--- src/design/hxd_pkg.sv ---
package hxd_pkg;

  localparam logic [7:0] ESC_CHAR = 8'h5C;
  localparam logic [7:0] X_CHAR   = 8'h78;

  // default depth of the queue between front and back
  localparam int FIFO_DEPTH = 4;

  // one run of decoded bytes caused by one input word
  typedef struct packed {
    logic [3:0][7:0] bytes;     // bytes[0] goes out first
    logic [1:0]      last_idx;  // index of the final byte of the run
    logic            msg_end;   // run closes the message
  } run_t;

  function automatic logic is_hex(input logic [7:0] c);
    logic res;
    res = ((c >= 8'h30) && (c <= 8'h39)) ||
          ((c >= 8'h41) && (c <= 8'h46)) ||
          ((c >= 8'h61) && (c <= 8'h66));
    return res;
  endfunction

  function automatic logic [3:0] hex_value(input logic [7:0] c);
    logic [7:0] diff;
    if ((c >= 8'h30) && (c <= 8'h39)) begin
      diff = c - 8'h30;
    end else if ((c >= 8'h41) && (c <= 8'h46)) begin
      diff = c - 8'h37;
    end else if ((c >= 8'h61) && (c <= 8'h66)) begin
      diff = c - 8'h57;
    end else begin
      diff = 8'h00;
    end
    return diff[3:0];
  endfunction

endpackage

--- src/design/hxd_front.sv ---
module hxd_front (
  input  logic            clk,
  input  logic            rst,
  input  logic            in_valid,
  output logic            in_ready,
  input  logic [7:0]      in_char,
  input  logic            in_end,
  output logic            push,
  output hxd_pkg::run_t   entry,
  input  logic            full
);
  import hxd_pkg::*;

  // pending group is always a prefix of backslash, x, hex digit;
  // only the held hex digit needs storage
  logic [1:0] pend_cnt;
  logic [1:0] pend_cnt_next;
  logic [7:0] pend_hex;
  logic       ext_ok;
  logic       hold;
  logic       accept;

  assign in_ready = !full;
  assign accept   = in_valid && in_ready;

  always_comb begin
    unique case (pend_cnt)
      2'd0: ext_ok = (in_char == ESC_CHAR);
      2'd1: ext_ok = (in_char == X_CHAR);
      default: ext_ok = is_hex(in_char);
    endcase
  end

  always_comb begin
    hold            = (in_char == ESC_CHAR) && !in_end;
    entry.msg_end   = in_end;
    entry.bytes[0]  = (pend_cnt == 2'd0) ? in_char : ESC_CHAR;
    entry.bytes[1]  = (pend_cnt == 2'd1) ? in_char : X_CHAR;
    entry.bytes[2]  = (pend_cnt == 2'd2) ? in_char : pend_hex;
    entry.bytes[3]  = in_char;
    entry.last_idx  = 2'd0;
    push            = 1'b0;
    pend_cnt_next   = pend_cnt;
    if ((pend_cnt == 2'd3) && ext_ok) begin
      // group complete: one decoded byte
      entry.bytes[0] = {hex_value(pend_hex), hex_value(in_char)};
      push           = accept;
      pend_cnt_next  = 2'd0;
    end else if (ext_ok && !in_end) begin
      pend_cnt_next = pend_cnt + 2'd1;
    end else begin
      // broken group or end flush: held chars go out literally,
      // a new backslash opens a fresh group
      push           = accept && !(hold && (pend_cnt == 2'd0));
      entry.last_idx = hold ? (pend_cnt - 2'd1) : pend_cnt;
      pend_cnt_next  = hold ? 2'd1 : 2'd0;
    end
  end

  always_ff @(posedge clk) begin
    if (rst) begin
      pend_cnt <= 2'd0;
    end else if (accept) begin
      pend_cnt <= pend_cnt_next;
    end
  end

  always_ff @(posedge clk) begin
    if (accept && (pend_cnt == 2'd2)) begin
      pend_hex <= in_char;
    end
  end

endmodule

--- src/design/hxd_fifo.sv ---
module hxd_fifo #(
  parameter int DEPTH = hxd_pkg::FIFO_DEPTH
) (
  input  logic           clk,
  input  logic           rst,
  input  logic           push,
  input  hxd_pkg::run_t  wr_data,
  output logic           full,
  input  logic           pop,
  output hxd_pkg::run_t  rd_data,
  output logic           not_empty
);
  import hxd_pkg::*;

  localparam int PW = (DEPTH > 1) ? $clog2(DEPTH) : 1;
  localparam int CW = $clog2(DEPTH + 1);

  run_t          mem [DEPTH];
  logic [PW-1:0] wr_ptr;
  logic [PW-1:0] rd_ptr;
  logic [CW-1:0] count;

  assign full      = (count == CW'(DEPTH));
  assign not_empty = (count != '0);
  assign rd_data   = mem[rd_ptr];

  always_ff @(posedge clk) begin
    if (push) begin
      mem[wr_ptr] <= wr_data;
    end
  end

  always_ff @(posedge clk) begin
    if (rst) begin
      wr_ptr <= '0;
      rd_ptr <= '0;
      count  <= '0;
    end else begin
      if (push) begin
        wr_ptr <= (wr_ptr == PW'(DEPTH - 1)) ? '0 : wr_ptr + 1'b1;
      end
      if (pop) begin
        rd_ptr <= (rd_ptr == PW'(DEPTH - 1)) ? '0 : rd_ptr + 1'b1;
      end
      if (push && !pop) begin
        count <= count + 1'b1;
      end else if (pop && !push) begin
        count <= count - 1'b1;
      end
    end
  end

endmodule

--- src/design/hxd_back.sv ---
module hxd_back (
  input  logic           clk,
  input  logic           rst,
  input  logic           head_valid,
  input  hxd_pkg::run_t  head,
  output logic           pop,
  output logic           m_tvalid,
  input  logic           m_tready,
  output logic [7:0]     m_tdata,
  output logic           m_tlast,
  output logic [0:0]     m_tuser
);
  import hxd_pkg::*;

  logic [1:0] idx;
  logic       load;
  logic       at_last;

  assign load    = !m_tvalid || m_tready;
  assign at_last = (idx == head.last_idx);
  assign pop     = load && head_valid && at_last;

  always_ff @(posedge clk) begin
    if (rst) begin
      m_tvalid <= 1'b0;
      idx      <= 2'd0;
    end else if (load) begin
      m_tvalid <= head_valid;
      if (head_valid) begin
        idx <= at_last ? 2'd0 : idx + 2'd1;
      end
    end
  end

  always_ff @(posedge clk) begin
    if (load && head_valid) begin
      m_tdata    <= head.bytes[idx];
      m_tuser[0] <= at_last;
      m_tlast    <= at_last && head.msg_end;
    end
  end

endmodule

--- src/design/hex_escape_decoder.sv ---
// hex escape decoder: turns a character stream, one word per cycle, into
// bytes where each group of backslash, x and two hex digits (either case)
// becomes the byte it names and every other character passes unchanged.
// the front accepts a character every cycle while the run queue has room,
// holding up to three characters of a possible group; each input yields
// zero to four output words, which the back hands out one per cycle unless
// m_tready stalls it, so throughput is one output word per cycle and one
// input per cycle as long as inputs average at most one output each. the
// first output word passes the run queue and the output register. s_tlast
// closes a message and flushes held chars literally unless it completes a
// group; the message's final word carries m_tlast. a zero char is ordinary data.
module hex_escape_decoder #(
  parameter int FIFO_DEPTH = hxd_pkg::FIFO_DEPTH
) (
  input  logic       clk,
  input  logic       rst,
  // input stream
  input  logic       s_tvalid,
  output logic       s_tready,
  input  logic [7:0] s_tdata,   // [7:0] in_char
  input  logic       s_tlast,   // in_end
  // output stream
  output logic       m_tvalid,
  input  logic       m_tready,
  output logic [7:0] m_tdata,   // [7:0] out_byte
  output logic       m_tlast,   // msg_last
  output logic [0:0] m_tuser    // [0] run_last
);
  import hxd_pkg::*;

  // front to queue
  logic push;
  run_t push_entry;
  logic full;
  // queue to back
  logic pop;
  run_t head;
  logic head_valid;

  // classify and collect each input word into a run of up to four bytes
  hxd_front u_front (
    .clk      (clk),
    .rst      (rst),
    .in_valid (s_tvalid),
    .in_ready (s_tready),
    .in_char  (s_tdata),
    .in_end   (s_tlast),
    .push     (push),
    .entry    (push_entry),
    .full     (full)
  );

  // short run queue decouples input stalls from output stalls
  hxd_fifo #(
    .DEPTH (FIFO_DEPTH)
  ) u_fifo (
    .clk       (clk),
    .rst       (rst),
    .push      (push),
    .wr_data   (push_entry),
    .full      (full),
    .pop       (pop),
    .rd_data   (head),
    .not_empty (head_valid)
  );

  // serialize each run into the output register
  hxd_back u_back (
    .clk        (clk),
    .rst        (rst),
    .head_valid (head_valid),
    .head       (head),
    .pop        (pop),
    .m_tvalid   (m_tvalid),
    .m_tready   (m_tready),
    .m_tdata    (m_tdata),
    .m_tlast    (m_tlast),
    .m_tuser    (m_tuser)
  );

`ifndef SYNTHESIS
  // end of message is always the end of a run
  a_tlast_ends_run: assert property (@(posedge clk) disable iff (rst)
    m_tvalid && m_tlast |-> m_tuser[0])
    else $error("message end without run end");

  // queue never written while full
  a_no_overflow: assert property (@(posedge clk) disable iff (rst)
    push |-> !full)
    else $error("run queue overflow");

  // queue never read while empty
  a_no_underflow: assert property (@(posedge clk) disable iff (rst)
    pop |-> head_valid)
    else $error("run queue underflow");

  // output idle right after reset
  a_reset_idle: assert property (@(posedge clk)
    rst |=> !m_tvalid)
    else $error("output valid after reset");
`endif

endmodule
--- config.mk ---
export PLATFORM = sky130hd
export DESIGN_NAME = hex_escape_decoder
export DESIGN_NICKNAME = d
export VERILOG_FILES = /design/src/design/hxd_pkg.sv /design/src/design/hxd_front.sv /design/src/design/hxd_fifo.sv /design/src/design/hxd_back.sv /design/src/design/hex_escape_decoder.sv
export SDC_FILE = /design/constraint.sdc
export NUM_CORES = 1
export LEC_CHECK = 0
export BUFFER_PORTS_ARGS = -buffer_cell sky130_fd_sc_hd__buf_4
export CORE_MARGIN = 4
export CORE_UTILIZATION = 55
export DETAILED_ROUTE_END_ITERATION = 16
export PLACE_DENSITY = 0.72
export SLEW_MARGIN = 25
export SYNTH_ARGS = -nofsm -noshare
export SYNTH_HDL_FRONTEND = slang
export SYNTH_HIERARCHICAL = 1
export SYNTH_SLANG_ARGS = --single-unit
export TNS_END_PERCENT = 30
--- constraint.sdc ---
create_clock -name clk -period 7 [get_ports clk]
set_input_delay 0.7 -clock clk [delete_from_list [all_inputs] [get_ports clk]]
set_output_delay 0.7 -clock clk [all_outputs]
set_load 0.01 [all_outputs]
# Word level (Yosys, flattened, before mapping)
# Memory sizes are Yosys's and may differ from the RTL's. A register that Yosys moved wholly into a read port is not among the register bits.
# Index checks and enable logic that the tools add are counted.
# op_classes
order_cmp	13
muxes	30
eq_ne	9
addsub	13
reduce_logical	31
# ops
cell	count
8-bit 2-to-1 mux	5
8-bit by 7-bit greater-or-equal comparator with 1-bit output (second input constant)	4
8-bit by 7-bit <= comparator with 1-bit output (second input constant)	4
4-bit 2-to-1 mux	6
2-bit 2-to-1 mux	10
1-bit logical AND	18
8-bit binary-select mux with 2-bit select	1
8-bit by 7-bit == test with 1-bit output (second input constant)	2
8-bit by 6-bit greater-or-equal comparator with 1-bit output (second input constant)	2
8-bit by 6-bit <= comparator with 1-bit output (second input constant)	2
4-bit by 3-bit subtractor with 4-bit output (second input constant)	4
2-bit by 1-bit adder with 2-bit output (second input constant)	4
2-bit == test (second input constant)	4
4-bit by 1-bit subtractor with 4-bit output (second input constant)	2
1-bit zero test	6
3-bit 2-to-1 mux	2
1-bit 2-to-1 mux	5
3-bit by 1-bit adder with 3-bit output (second input constant)	1
3-bit == test (second input constant)	1
1-bit logical OR	3
2-bit by 3-bit less-than comparator with 1-bit output (second input constant)	1
3-bit nonzero test	1
3-bit by 1-bit subtractor with 3-bit output (second input constant)	1
2-bit by 1-bit == test with 1-bit output (second input constant)	1
other kinds (6)	6
# totals
input_bits	13
output_inout_bits	12
register_bits	30
wordCells	107
mem_count	1
ramBits	140
# memory_table
name	depth	width	read_ports	rd_clocked_by_memory_dff	write_ports	line	source
u_fifo.mem	4	35	1	1	1	hxd_fifo.sv:18	run_t mem [DEPTH];

# Logic depth before layout (Yosys ltp)
# logic_depth
word_depth	12
mapped_depth	14
ltp_nobuf	13

# Hierarchy
# The synthesis kept the hierarchy.
# modules_own_cells
module	area_each_um2	seq_area_each_um2	cells_each	n_inst
hxd_fifo	5544.1	4384.2	227	1
hxd_front	1216.2	280.3	134	1
hxd_back	706.9	360.3	43	1

# Worst setup path after synthesis
# Ideal clock, no wire load.
# synth_path
path_kind	input to register
start	in s_tdata[1]
end	mem u_fifo/mem[0][0] (netlist bit) (enable)
path_stages	7
required_ns	6.605
path_buffers	0
slack_ns	3.471
t_arrival_ns	3.133
setup_ns	0.395
cell_sequence	inv_1 -> ha_1 -> or4b_1 -> nand4_2 -> a21oi_2 -> a21boi_0 -> and2_1
# synth_between
elab_chain_cells	10
word_cells_on_any_way	24
classes_between	6 x order compare; 2 x eq/ne; 5 x mux; 11 x reduce/logical
# synth_lines
element	line	source
start: declaration	hex_escape_decoder.sv:20	input logic [7:0] s_tdata,
8-bit by 6-bit greater-or-equal comparator with 1-bit output (tied with other cells)	hxd_pkg.sv:18	res = ((c >= 8'h30) && (c <= 8'h39)) ||
1-bit logical AND, on equally long branches	hxd_pkg.sv:18, hxd_pkg.sv:19	
1-bit logical OR	hxd_pkg.sv:18	
1-bit logical OR	hxd_pkg.sv:19	((c >= 8'h41) && (c <= 8'h46)) ||
1-bit one-hot mux with 2 select lines	hxd_front.sv:27	unique case (pend_cnt)
1-bit logical AND	hxd_front.sv:49	end else if (ext_ok && !in_end) begin
1-bit 2-to-1 mux	hxd_front.sv:49	
1-bit 2-to-1 mux (*)	hxd_front.sv:44	if ((pend_cnt == 2'd3) && ext_ok) begin
net push	hex_escape_decoder.sv:32	logic push;
1-bit 2-to-1 mux (*)	hxd_fifo.sv:28	if (push) begin
1-bit 2-to-1 mux (not written as such) (*)	hxd_fifo.sv:29	mem[wr_ptr] <= wr_data;
end: declaration	hxd_fifo.sv:18	
# Mark *: on every way through the listed nets, which the timed path passes. The rest lies on a longest branch.

# Worst setup path in the final report
# layout_path
start	in s_tdata[0]
end	mem u_fifo/mem[3][19] (netlist bit) (enable)
# Same word-level chain as after synthesis.

==> results.py <==
metrics = {
    "global_routing": {
        "grt_pass1_wl_um": 21400,
        "grt_overflow": 0,
        "grt_usage": 0.184,
        "grt_antenna_before_repair": 0,
        "grt_max_degree": 36,
        "first_global_vias": 3851,
    },
    "power": {
        "power_density_nw_per_um2": 355,
        "leakagePower_nw": 2.76,
        "vdd_ir_drop_max_mv": 0.224,
        "power_mw": 2.94,
    },
    "logic_synthesis": {
        "synth-edff-count": 158,
        "synth_top_area_share": 0.635,
        "synth.ff_latch_count": 172,
        "syn_nets": 435,
        "async_flop_share": 0,
        "yosysUniqueCellTypes": 64,
        "syn_area_per_cell_sq_um": 18.5,
        "yosys_warnings": 6,
        "synth_area_leaders": "edfxtp_1 (64%), mux4_2 (11%), dfxtp_1 (3.8%)",
        "syn_area_sq_um": 7470,
        "synth_commonest_cells": "edfxtp_1 (158), mux4_2 (35), nor2_1 (19), ha_1 (17), inv_1 (17)",
        "synth_flop_cell": "edfxtp_1",
        "synth-seq-area-share": 0.673,
        "synth.largest_area_cell": "edfxtp_1",
        "synthCells": 404,
        "yosysMostFrequentCell": "edfxtp_1",
    },
    "floorplanning": {
        "core_sq_um": 13300,
        "initial_core_util": 0.562,
        "rows": 42,
        "dieWidth_um": 125,
        "die_height_um": 125,
        "fp.dieArea_sq_um": 15500,
        "ios": 25,
    },
    "timing": {
        "tightest_slew_ps": 943,
        "rsz0062_at_grt": "no",
        "period_minus_slack_ps": 3880,
        "clock_skew_ps": 7.13,
        "setup_violations": 0,
        "setup_tns_ps": 0,
        "drv_slew": 0,
        "clock.fmax_ghz": 0.258,
        "fin_crit_sh": 0.554,
        "hold_viol": 0,
        "relSlewSlack": 0.372,
    },
    "detailed_routing": {
        "drcViolationCount": 0,
        "avgViaCountPerCell": 5.93,
        "drt_iter0_markers": 435,
        "firstDrtPassIters": 4,
        "vias": 3661,
        "totalWireLength_um": 13300,
        "wire_per_inst_um": 21.5,
        "antenna_left": 0,
    },
    "clocking": {
        "ctsRootBufferMaster": "clkbuf_16",
        "ctsLongestPathBuffers": 2,
        "worstSkewPairLatency_ps": 420,
        "numCtsBuffers": 17,
        "cts.sinks": 172,
        "cts_tree": "built",
        "ctsResizeCount": 0,
        "postCtsSetupBuffers": 0,
        "htree_levels": 4,
        "path_clk_slew_ps": 60,
        "hold_buffers": 0,
    },
    "final_layout": {
        "areaGrowthSynthToFinish_pct": 10.8,
        "regArea_sq_um": 5030,
        "multi_input_area_sq_um": 2180,
        "antenna-diode-count": 0,
        "utilization": 0.623,
        "final_cell_area_sq_um": 8280,
        "nNetsFinal": 461,
        "drive_gt1_frac": 0.256,
        "stdcell_count": 617,
        "nFillCells": 947,
    },
    "placement": {
        "portBuffers": 24,
        "dp_cells": 587,
        "hpwl_um": 8340,
        "gp_congestion": 0.875,
        "place_area_sq_um": 7710,
    },
    "critical_path": {
        "worstSetupStartpointType": "primary input",
        "required_ps": 7090,
        "crit_fanout": 18,
        "critPathKind": "in -> reg",
        "crit_path_end_kind": "register",
        "arrival_ps": 3970,
    },
    "run_status": {
        "status": "finished clean",
    },
    "job": {
        "drv_cap": 0,
    },
    "min_path": {
        "hold_path_class": "reg -> reg",
    },
}
through the flow:
stage                     hold WS [ps]  setup WS (ps)
after floorplan                    455           3470
after global placement             474           2730
after detailed placement           499           2580
after CTS                          503           3010
after global routing               515           2860
final                              514           3120
worst max-delay path, cell delays in order:
cell,delay [ps]
buf_4,140
inv_1,100
ha_1,220
o21bai_1,190
a211oi_2,120
nor3_1,360
a21oi_2,150
a21boi_0,670
and2_1,850
buf_4,450
power by group:
group / total (mW) / switching, mW / internal (mW)
Sequential: 1.40 / 0.101 / 1.30
Clock: 0.893 / 0.344 / 0.549
Combinational: 0.646 / 0.311 / 0.335
Total: 2.94 / 0.756 / 2.18
per-layer routing:
layer	share of wire	GRT usage	vias up
met5	0	0	-
met4	0.029	0.0916	0
met3	0.045	0.0399	24
met2	0.50	0.284	107
met1	0.43	0.250	1875
li1	-	-	1655
path summary, 6_finish.rpt:
check	from	to	slack [ps]	cells past startpoint
min	u_fifo/count[2]$_SDFFE_PP0P_	u_fifo/count[2]$_SDFFE_PP0P_	510	2
max reg2reg	u_front/pend_cnt[1]$_SDFFE_PP0P_	u_fifo/mem[3][19]$_DFFE_PP_	3130	7
max	s_tdata[0]	u_fifo/mem[3][19]$_DFFE_PP_	3120	10
min reg2reg	u_fifo/count[2]$_SDFFE_PP0P_	u_fifo/count[2]$_SDFFE_PP0P_	510	2
area by class of cell:
| type | instances | share of cell area |
|---|---|---|
| inverters | 17 | 0.00771 |
| clock buffers | 19 | 0.0523 |
| multi-input cells | 192 | 0.263 |
| well taps | 176 | 0.0266 |
| flip-flops and latches | 172 | 0.607 |
| clock inverters | 11 | 0.0154 |
| repair buffers | 30 | 0.0272 |
layout by cell type, fill, tap and decap left out, drive strengths merged, types with 3 or more instances in the layout:
cell and n:
nand2b 8, a21oi 7, clkbuf 19, mux4 43
xor2 4, inv 17, dfxtp 14, buf 30
nand2 7, edfxtp 158, nor2b 4, nor3 4
mux2i 6, clkinv 7, bufinv 3, ha 17
nor2 20, nand3b 3, and2 11, o21ai 9
nor3b 3, mux2 7
registers in the layout, summed over array words and instances, names as in the netlist, 2 cells and up, named ones only:
name,flops
u_fifo/wr_ptr,2
u_fifo/count,3
u_front/pend_cnt,2
u_back/m_tdata,8
u_fifo/rd_ptr,2
u_back/idx,2
u_fifo/mem,140
u_front/pend_hex,8
cell families after synthesis:
group,Yosys count,synth area share
AOI/OAI and AO/OA,42,0.0446
adders and majority gates,18,0.0312
muxes,56,0.152
and+or+nand+nor,71,0.0568
xor gates and xnor gates,5,0.00687
buffers and inverters,40,0.0354
DFF,172,0.673
Note: power is estimated with default switching activity, not from simulation.
